`src/design/pba_pkg.sv`:
```
// Shared types, constants and codes for the paragraph block allocator.
package pba_pkg;
    localparam int DEF_MAX_SEGMENTS = 64;
    localparam int PARA_W = 16;
    localparam logic [15:0] POOL_RESET = 16'd40960;

    localparam logic [1:0] CMD_ALLOC_FIRST = 2'd0;
    localparam logic [1:0] CMD_ALLOC_AT    = 2'd1;
    localparam logic [1:0] CMD_RESIZE      = 2'd2;
    localparam logic [1:0] CMD_FREE        = 2'd3;

    localparam logic [2:0] ST_OK        = 3'd0;
    localparam logic [2:0] ST_NOT_FOUND = 3'd1;
    localparam logic [2:0] ST_TOO_SMALL = 3'd2;
    localparam logic [2:0] ST_NOT_FREE  = 3'd3;
    localparam logic [2:0] ST_FULL      = 3'd4;

    typedef struct packed {
        logic [PARA_W-1:0] start;
        logic [PARA_W-1:0] len;
        logic              free;
        logic              used;
    } seg_t;

    // Per-cycle row operation broadcast to every cell.
    typedef enum logic [2:0] {
        OP_HOLD,
        OP_INIT,
        OP_SHR,
        OP_SHL,
        OP_SCAN
    } op_e;

    typedef struct packed {
        op_e               op;
        logic [PARA_W-1:0] pool;
        logic [15:0]       pos;
    } row_ctl_t;
endpackage

```
`src/design/pba_cell.sv`:
```
// One table entry: holds a segment and moves it to a neighbor on shifts or scans.
module pba_cell
    import pba_pkg::*;
#(
    parameter int IDX_W = 6,
    parameter int IDX   = 0
) (
    input  logic     aclk,
    input  row_ctl_t ctl,
    input  seg_t     from_left,
    input  seg_t     from_right,
    input  seg_t     wr_seg,
    input  logic     wr_en,
    output seg_t     seg
);
    seg_t seg_reg, seg_next;
    logic [IDX_W-1:0] my_idx;
    assign my_idx = IDX_W'(IDX);
    assign seg = seg_reg;

    always_comb begin
        seg_next = seg_reg;
        case (ctl.op)
            OP_INIT: begin
                seg_next = '0;
                if (IDX == 0) begin
                    seg_next.len  = ctl.pool;
                    seg_next.free = 1'b1;
                    seg_next.used = 1'b1;
                end
            end
            // open a hole at pos: cells above pos take their left neighbor
            OP_SHR: if (my_idx > ctl.pos[IDX_W-1:0]) seg_next = from_left;
            // close pos: cells from pos up take their right neighbor
            OP_SHL: if (my_idx >= ctl.pos[IDX_W-1:0]) seg_next = from_right;
            // rotate the ring one step toward cell zero
            OP_SCAN: seg_next = from_right;
            default: ;
        endcase
        if (wr_en) seg_next = wr_seg;
    end

    always_ff @(posedge aclk) begin
        seg_reg <= seg_next;
    end
endmodule

```
`config.mk`:
```
export PLATFORM = sky130hd
export DESIGN_NAME = pba_cell
export DESIGN_NICKNAME = d
export VERILOG_FILES = /design/src/design/pba_pkg.sv /design/src/design/pba_cell.sv
export SDC_FILE = /design/constraint.sdc
export NUM_CORES = 1
export LEC_CHECK = 0
export BUFFER_PORTS_ARGS = -buffer_cell sky130_fd_sc_hd__buf_2
export CAP_MARGIN = 20
export CELL_PAD_IN_SITES_DETAIL_PLACEMENT = 0
export CELL_PAD_IN_SITES_GLOBAL_PLACEMENT = 1
export CORE_ASPECT_RATIO = 1.4
export CORE_UTILIZATION = 29
export DETAILED_ROUTE_END_ITERATION = 7
export GPL_TIMING_DRIVEN = 1
export PLACE_DENSITY_LB_ADDON = 0.1
export SYNTH_ARGS = -nofsm -noshare
export SYNTH_HDL_FRONTEND = slang
export SYNTH_SLANG_ARGS = --single-unit
```
`constraint.sdc`:
```
create_clock -name aclk -period 3.5 [get_ports aclk]
set_input_delay 0.7 -clock aclk [delete_from_list [all_inputs] [get_ports aclk]]
set_output_delay 0.7 -clock aclk [all_outputs]
set_load 0.02 [all_outputs]
```
==> results of run 1 <==
-- layout make-up --
cell class                 count  area, um^2  area share
multi-input combinational    161        1220       0.369
sequential                    34        1020       0.309
timing repair buffer         167         861       0.260
tap                          100         125      0.0378
clock buffer                   5        68.8      0.0208
clock inverter                 2        10.0     0.00302
inverter                       1        3.75     0.00113
-- cell usage after synthesis --
cell / n / area (um^2)
sky130_fd_sc_hd__a21oi_1: 38 / 190
sky130_fd_sc_hd__edfxtp_1: 34 / 1020
sky130_fd_sc_hd__nor2b_1: 33 / 206
sky130_fd_sc_hd__mux2_2: 18 / 203
sky130_fd_sc_hd__o21ai_0: 15 / 75.1
sky130_fd_sc_hd__a21oi_2: 10 / 87.6
sky130_fd_sc_hd__a221oi_2: 10 / 150
sky130_fd_sc_hd__nand3_2: 10 / 100
sky130_fd_sc_hd__a221oi_1: 6 / 52.6
sky130_fd_sc_hd__clkbuf_1: 6 / 22.5
sky130_fd_sc_hd__nand3_1: 6 / 30.0
sky130_fd_sc_hd__buf_4: 5 / 37.5
sky130_fd_sc_hd__buf_6: 4 / 45.0
sky130_fd_sc_hd__buf_2: 3 / 15.0
sky130_fd_sc_hd__o21ai_1: 3 / 15.0
sky130_fd_sc_hd__clkbuf_2: 2 / 10.0
sky130_fd_sc_hd__nand2_1: 2 / 7.51
sky130_fd_sc_hd__nor3b_4: 2 / 37.5
sky130_fd_sc_hd__o22ai_1: 2 / 12.5
sky130_fd_sc_hd__a311o_1: 1 / 10.0
sky130_fd_sc_hd__and3b_1: 1 / 8.76
sky130_fd_sc_hd__buf_8: 1 / 15.0
sky130_fd_sc_hd__inv_1: 1 / 3.75
sky130_fd_sc_hd__nand2b_1: 1 / 6.26
sky130_fd_sc_hd__o31ai_1: 1 / 7.51
sky130_fd_sc_hd__or3b_1: 1 / 8.76
sky130_fd_sc_hd__or4_1: 1 / 7.51
-- stage by stage --
stage | instances | hold slack [ns] | area [um^2]
floorplan | 217 | 0.891 | 2390
global route | 470 | 0.705 | 3310
CTS | 470 | 0.694 | 3310
detailed placement | 463 | 0.992 | 3230
finish | 470 | 0.705 | 3310
global placement | 463 | 0.984 | 3230
-- worst max-delay path by stage --
| stage | cells after the start | slack (ns) | to | startpoint |
|---|---|---|---|---|
| global route | 5 | 1.04 | seg[3] | ctl[2] |
| detailed placement | 5 | 0.80 | seg[31] | ctl[2] |
| global placement | 5 | 0.83 | seg[31] | ctl[2] |
| finish | 5 | 1.14 | seg[3] | ctl[2] |
| floorplan | 3 | 0.70 | seg[0] | ctl[2] |
| CTS | 5 | 1.10 | seg[3] | ctl[2] |
-- cell families (layout without fill, tap and decap cells) --
| kind of cell | Yosys count | count (layout) | share of synthesized area |
|---|---|---|---|
| AOI/OAI and AO/OA | 86 | 86 | 0.252 |
| buffers and inverters | 22 | 175 | 0.0624 |
| DFF | 34 | 34 | 0.428 |
| muxes | 18 | 18 | 0.0849 |
| and+or+nand+nor | 57 | 57 | 0.173 |
-- power breakdown --
part	internal (mW)	switching, mW	total [mW]
logic	0.153	0.201	0.355
registers	0.512	0.0118	0.524
clock network	0.134	0.142	0.276
-- routing by layer --
| layer | GRT usage | wire (um) | vias up |
|---|---|---|---|
| met4 | 0.0489 | 64 | 0 |
| met1 | 0.185 | 2900 | 1055 |
| met5 | 0 | 0 | - |
| met2 | 0.303 | 3770 | 92 |
| met3 | 0.0415 | 485 | 4 |
| li1 | - | - | 1133 |
==> results.cfg, run 1 <==
[pwr]
cellLeakagePower_nw = 1.45
ir_worst_vdd_v = 0.000141
power_per_cell_area_mw_per_mm2 = 349
totalPowerFinal_mw = 1.15

[global_route]
grt_start_max_net_pins = 69
grtUsageTotal = 0.165
grt.overflow.total = 0
first_global_vias = 2211
antenna_found_initial = 0
grt_first_pass_wirelength_um = 10800

[worst_hold_path]
hold_depth = 3
hold_startpoint = wr_seg[0]
hold_path_end = seg[0]
hold_class = in -> reg

[synth]
synthDistinctLibCells = 27
ys.warnings.count = 0
avgSynthCellArea_um2 = 11.0
synth_seq_cells = 34
postSynthNetCount = 356
synth_sequential_area_ratio = 0.428
synth_area_mm2 = 0.00239
netlist_instances = 217

[critical_path]
worst_path_max_delay_cell = sky130_fd_sc_hd__a311o_2
worstSetupEndpointType = register
critPathBufInv = 2
cpPeakStageDelay_ns = 0.53
worst_ep_required_time_ns = 3.49
crit_path_cell_trace = buf_2 > or4_1 > o31ai_1 > a311o_2 > buf_12
timing.critical_path.from_type = primary input
kind_of_cell_adding_the_most_delay_to_the_critical_path = compound AO/OA/AOI/OAI gates
worstPathMaxFanout = 18
critPathKind = in -> reg
worst_ep_arrival_time_ns = 2.35

[placement]
globalplace.congestion = 0.754
placement.io_buffers = 162
pre_cts_ws_ns = 0.799
hpwl_um = 5100

[flow_run]
max_cap_violations = 0

[sta]
number_of_setup_violations_in_the_final_report = 0
fmax_mhz = 423
timing.setup.tns_ns = 0
setup_ws_ns = 1.14
max-slew-margin-rel = 0.429
rsz0062_at_grt = no
worst-slew-pin-transition_ns = 0.856
layout_worst_path_cycle_share = 0.675
finalWorstPathRequiredPeriod_ns = 2.36
timing_max_transition_violations_final = 0
count_of_final_hold_check_violations = 0

[clock_network]
post_cts.repair.setup_buffers = 0
clkSlewWorstSetupHoldPaths_ns = 0.07
cts_tree = yes
clock-sinks = 34
cts-buffers-inserted = 5
root_buffer = sky130_fd_sc_hd__clkbuf_8
total_number_of_h_tree_levels = 2
number_of_gates_given_a_new_drive_strength_after_cts = 0
ctsHoldBuffers = 0
clockBufferDepth = 2

[detailed_routing]
route.final.wire_length_um = 7220
antenna_violating_nets_post_route = 0
initialDrtViolationCount = 98
via_per_inst = 4.86
drcViolationCount = 0
wire_length_per_cell_after_detailed_routing_um = 15.4
detailedRoute.firstPassIterationCount = 4
detailroute.via_count = 2284

[layout]
fin_nets = 509
post_route_cells_drive_above_1_share = 0.611
final_core_utilization = 0.422
largest_register_ffs = 34
antenna_cells = 0
layout-area-overhead-vs-synth_pct = 38.7
layout.filler_cells = 826
most_frequent_cells_in_the_layout = sky130_fd_sc_hd__buf_2, sky130_fd_sc_hd__a21oi_1, sky130_fd_sc_hd__edfxtp_1, sky130_fd_sc_hd__nor2b_1, sky130_fd_sc_hd__mux2_2
commonest_non_fill_non_tap_cell_in_the_layout = sky130_fd_sc_hd__buf_2

[die]
boundaryPins = 173
initial_core_util = 0.304
core.rowCount = 38
area_of_the_die_mm2 = 0.00860
die_h_um = 109
core_mm2 = 0.00785
chipWidth_um = 78.7

[status]
outcome = completed
(Power assumes the default switching activity.)
==> inputs of run 2 (changes only) <==
--- a/config.mk
+++ b/config.mk
@@ -5,12 +5,13 @@
 export SDC_FILE = /design/constraint.sdc
 export NUM_CORES = 1
 export LEC_CHECK = 0
+export ABC_AREA = 1
 export BUFFER_PORTS_ARGS = -buffer_cell sky130_fd_sc_hd__buf_2
 export CAP_MARGIN = 20
 export CELL_PAD_IN_SITES_DETAIL_PLACEMENT = 0
 export CELL_PAD_IN_SITES_GLOBAL_PLACEMENT = 1
 export CORE_ASPECT_RATIO = 1.4
-export CORE_UTILIZATION = 29
+export CORE_UTILIZATION = 26
 export DETAILED_ROUTE_END_ITERATION = 7
 export GPL_TIMING_DRIVEN = 1
 export PLACE_DENSITY_LB_ADDON = 0.1
==> constraint.sdc (replaced) <==
create_clock -name aclk -period 2.46 [get_ports aclk]
set_input_delay 0.492 -clock aclk [delete_from_list [all_inputs] [get_ports aclk]]
set_output_delay 0.492 -clock aclk [all_outputs]
set_load 0.02 [all_outputs]
==> run 2 against run 1 <==
Effect of this change: worst hold slack got worse by 0.21 ns; via count is 5.8% higher; wire length decreased by 4.8%; non-clock buffer count up 2.
==> results.cfg, run 2 <==
[placement]
globalplace.congestion = 0.728
pre_cts_ws_ns = 0.305
hpwl_um = 5080
placement.io_buffers = 162

[status]
outcome = completed

[clock_network]
number_of_gates_given_a_new_drive_strength_after_cts = 0
ctsHoldBuffers = 0
clock-sinks = 34
total_number_of_h_tree_levels = 2
cts-buffers-inserted = 5
cts_tree = yes
root_buffer = sky130_fd_sc_hd__clkbuf_16
post_cts.repair.setup_buffers = 0
clockBufferDepth = 2
clkSlewWorstSetupHoldPaths_ns = 0.06

[global_route]
grt.overflow.total = 0
grtUsageTotal = 0.157
grt_first_pass_wirelength_um = 10600
first_global_vias = 2248
grt_start_max_net_pins = 25
antenna_found_initial = 0

[sta]
max-slew-margin-rel = 0.710
count_of_final_hold_check_violations = 0
worst-slew-pin-transition_ns = 0.434
fmax_mhz = 555
finalWorstPathRequiredPeriod_ns = 1.80
number_of_setup_violations_in_the_final_report = 0
rsz0062_at_grt = no
layout_worst_path_cycle_share = 0.732
timing_max_transition_violations_final = 0
setup_ws_ns = 0.659
timing.setup.tns_ns = 0

[detailed_routing]
drcViolationCount = 0
via_per_inst = 4.21
wire_length_per_cell_after_detailed_routing_um = 12.0
detailedRoute.firstPassIterationCount = 4
detailroute.via_count = 2416
route.final.wire_length_um = 6870
antenna_violating_nets_post_route = 0
initialDrtViolationCount = 95

[layout]
most_frequent_cells_in_the_layout = sky130_fd_sc_hd__buf_2, sky130_fd_sc_hd__nand2_1, sky130_fd_sc_hd__nor2_1, sky130_fd_sc_hd__inv_1, sky130_fd_sc_hd__edfxtp_1
post_route_cells_drive_above_1_share = 0.400
commonest_non_fill_non_tap_cell_in_the_layout = sky130_fd_sc_hd__buf_2
fin_nets = 610
antenna_cells = 0
final_core_utilization = 0.403
layout-area-overhead-vs-synth_pct = 49.7
largest_register_ffs = 34

[synth]
synth_sequential_area_ratio = 0.462
postSynthNetCount = 449
postSynth.asyncResetShare = 0
synthDominantAreaCellType = sky130_fd_sc_hd__edfxtp_1
ys.warnings.count = 0
synth_enable_flop_cells = 34
synth_area_mm2 = 0.00221
ys_top_cells_by_count = sky130_fd_sc_hd__nand2_1, sky130_fd_sc_hd__nor2_1, sky130_fd_sc_hd__edfxtp_1, sky130_fd_sc_hd__inv_1, sky130_fd_sc_hd__nand3_1
top_post_synthesis_cells_by_area = sky130_fd_sc_hd__edfxtp_1, sky130_fd_sc_hd__nand2_1, sky130_fd_sc_hd__nor2_1
avgSynthCellArea_um2 = 7.13
synth.top_cell.area_share = 0.462
netlist_instances = 310
synth_most_common_cell = sky130_fd_sc_hd__nand2_1
dominantRegCellSynth = sky130_fd_sc_hd__edfxtp_1
synthDistinctLibCells = 20
synth_seq_cells = 34

[flow_run]
max_cap_violations = 0

[die]
boundaryPins = 173
core_mm2 = 0.00820
area_of_the_die_mm2 = 0.00888
chipWidth_um = 79.9
initial_core_util = 0.270
core.rowCount = 39
die_h_um = 111

[worst_hold_path]
hold_class = in -> reg
hold_startpoint = wr_seg[32]
hold_depth = 3
hold_path_end = seg[32]

[critical_path]
worst_ep_arrival_time_ns = 1.84
worstPathMaxFanout = 22
critPathKind = in -> reg
timing.critical_path.from_type = primary input
worstSetupEndpointType = register
worst_ep_required_time_ns = 2.50

[pwr]
power_per_cell_area_mw_per_mm2 = 618
totalPowerFinal_mw = 2.04
cellLeakagePower_nw = 1.75
ir_worst_vdd_v = 0.000489
## run 2: cell types whose count changed in the layout (fill, tap and decap cells not counted), sizes merged, moves of 16 or more
cell / change
a21oi: -48
a221oi: -16
inv: +35
mux2: -18
nand2: +94
nor2: +84
nor2b: -33
o21ai: -17
## run 2: how the worst max path moves through the flow
stage	start	endpoint	slack, ns	depth (start not counted)
finish	ctl[33]	seg[1]	0.66	9
global route	ctl[33]	seg[1]	0.47	9
CTS	ctl[33]	seg[1]	0.61	9
detailed placement	ctl[33]	seg[1]	0.30	9
global placement	ctl[33]	seg[7]	0.34	9
floorplan	wr_en	seg[0]	0.34	4
## run 2: logic make-up after synthesis
family | synth area share
flip-flops | 0.462
AND/OR/NAND/NOR | 0.378
AO/OA/AOI/OAI | 0.0447
buffers and inverters | 0.115
## run 2: where the power goes
| part | switching, mW | leakage (nW) | total (mW) | internal, mW |
|---|---|---|---|---|
| clock | 0.253 | 0.0940 | 0.836 | 0.582 |
| combinational | 0.279 | 1.31 | 0.465 | 0.185 |
| sequential | 0.0160 | 0.338 | 0.742 | 0.726 |
## run 2: metrics by stage
stage / cell area, um^2 / hold WS (ns) / std cells
2_1_floorplan: 2210 / 0.673 / 310
5_1_grt: 3310 / 0.505 / 574
6_report: 3310 / 0.496 / 574
3_3_place_gp: 3110 / 0.761 / 566
3_5_place_dp: 3110 / 0.774 / 566
4_1_cts: 3310 / 0.485 / 574
## run 2: layout make-up
type / count / area (um^2)
clock inverter: 3 / 68.8
clock buffer: 5 / 125
inverter: 40 / 151
tap: 102 / 128
fill: 902 / 4890
timing repair buffer: 169 / 876
sequential: 34 / 1020
multi-input combinational: 221 / 937
## run 2: critical path, stage by stage
cell and delay, ns:
sky130_fd_sc_hd__buf_2 0.36, sky130_fd_sc_hd__nor2_1 0.10, sky130_fd_sc_hd__nand2_2 0.12, sky130_fd_sc_hd__nand2_2 0.24, sky130_fd_sc_hd__buf_4 0.28, sky130_fd_sc_hd__nand2_1 0.07, sky130_fd_sc_hd__nand3_1 0.07, sky130_fd_sc_hd__nand2_1 0.06
sky130_fd_sc_hd__inv_1 0.03
## run 2: routing by layer
layer | track usage | part of all wire | up-vias
met1 | 0.176 | 0.39 | 1029
met5 | 0 | 0 | -
li1 | - | - | 1287
met3 | 0.0354 | 0.075 | 9
met2 | 0.283 | 0.51 | 91
met4 | 0.0512 | 0.015 | 0
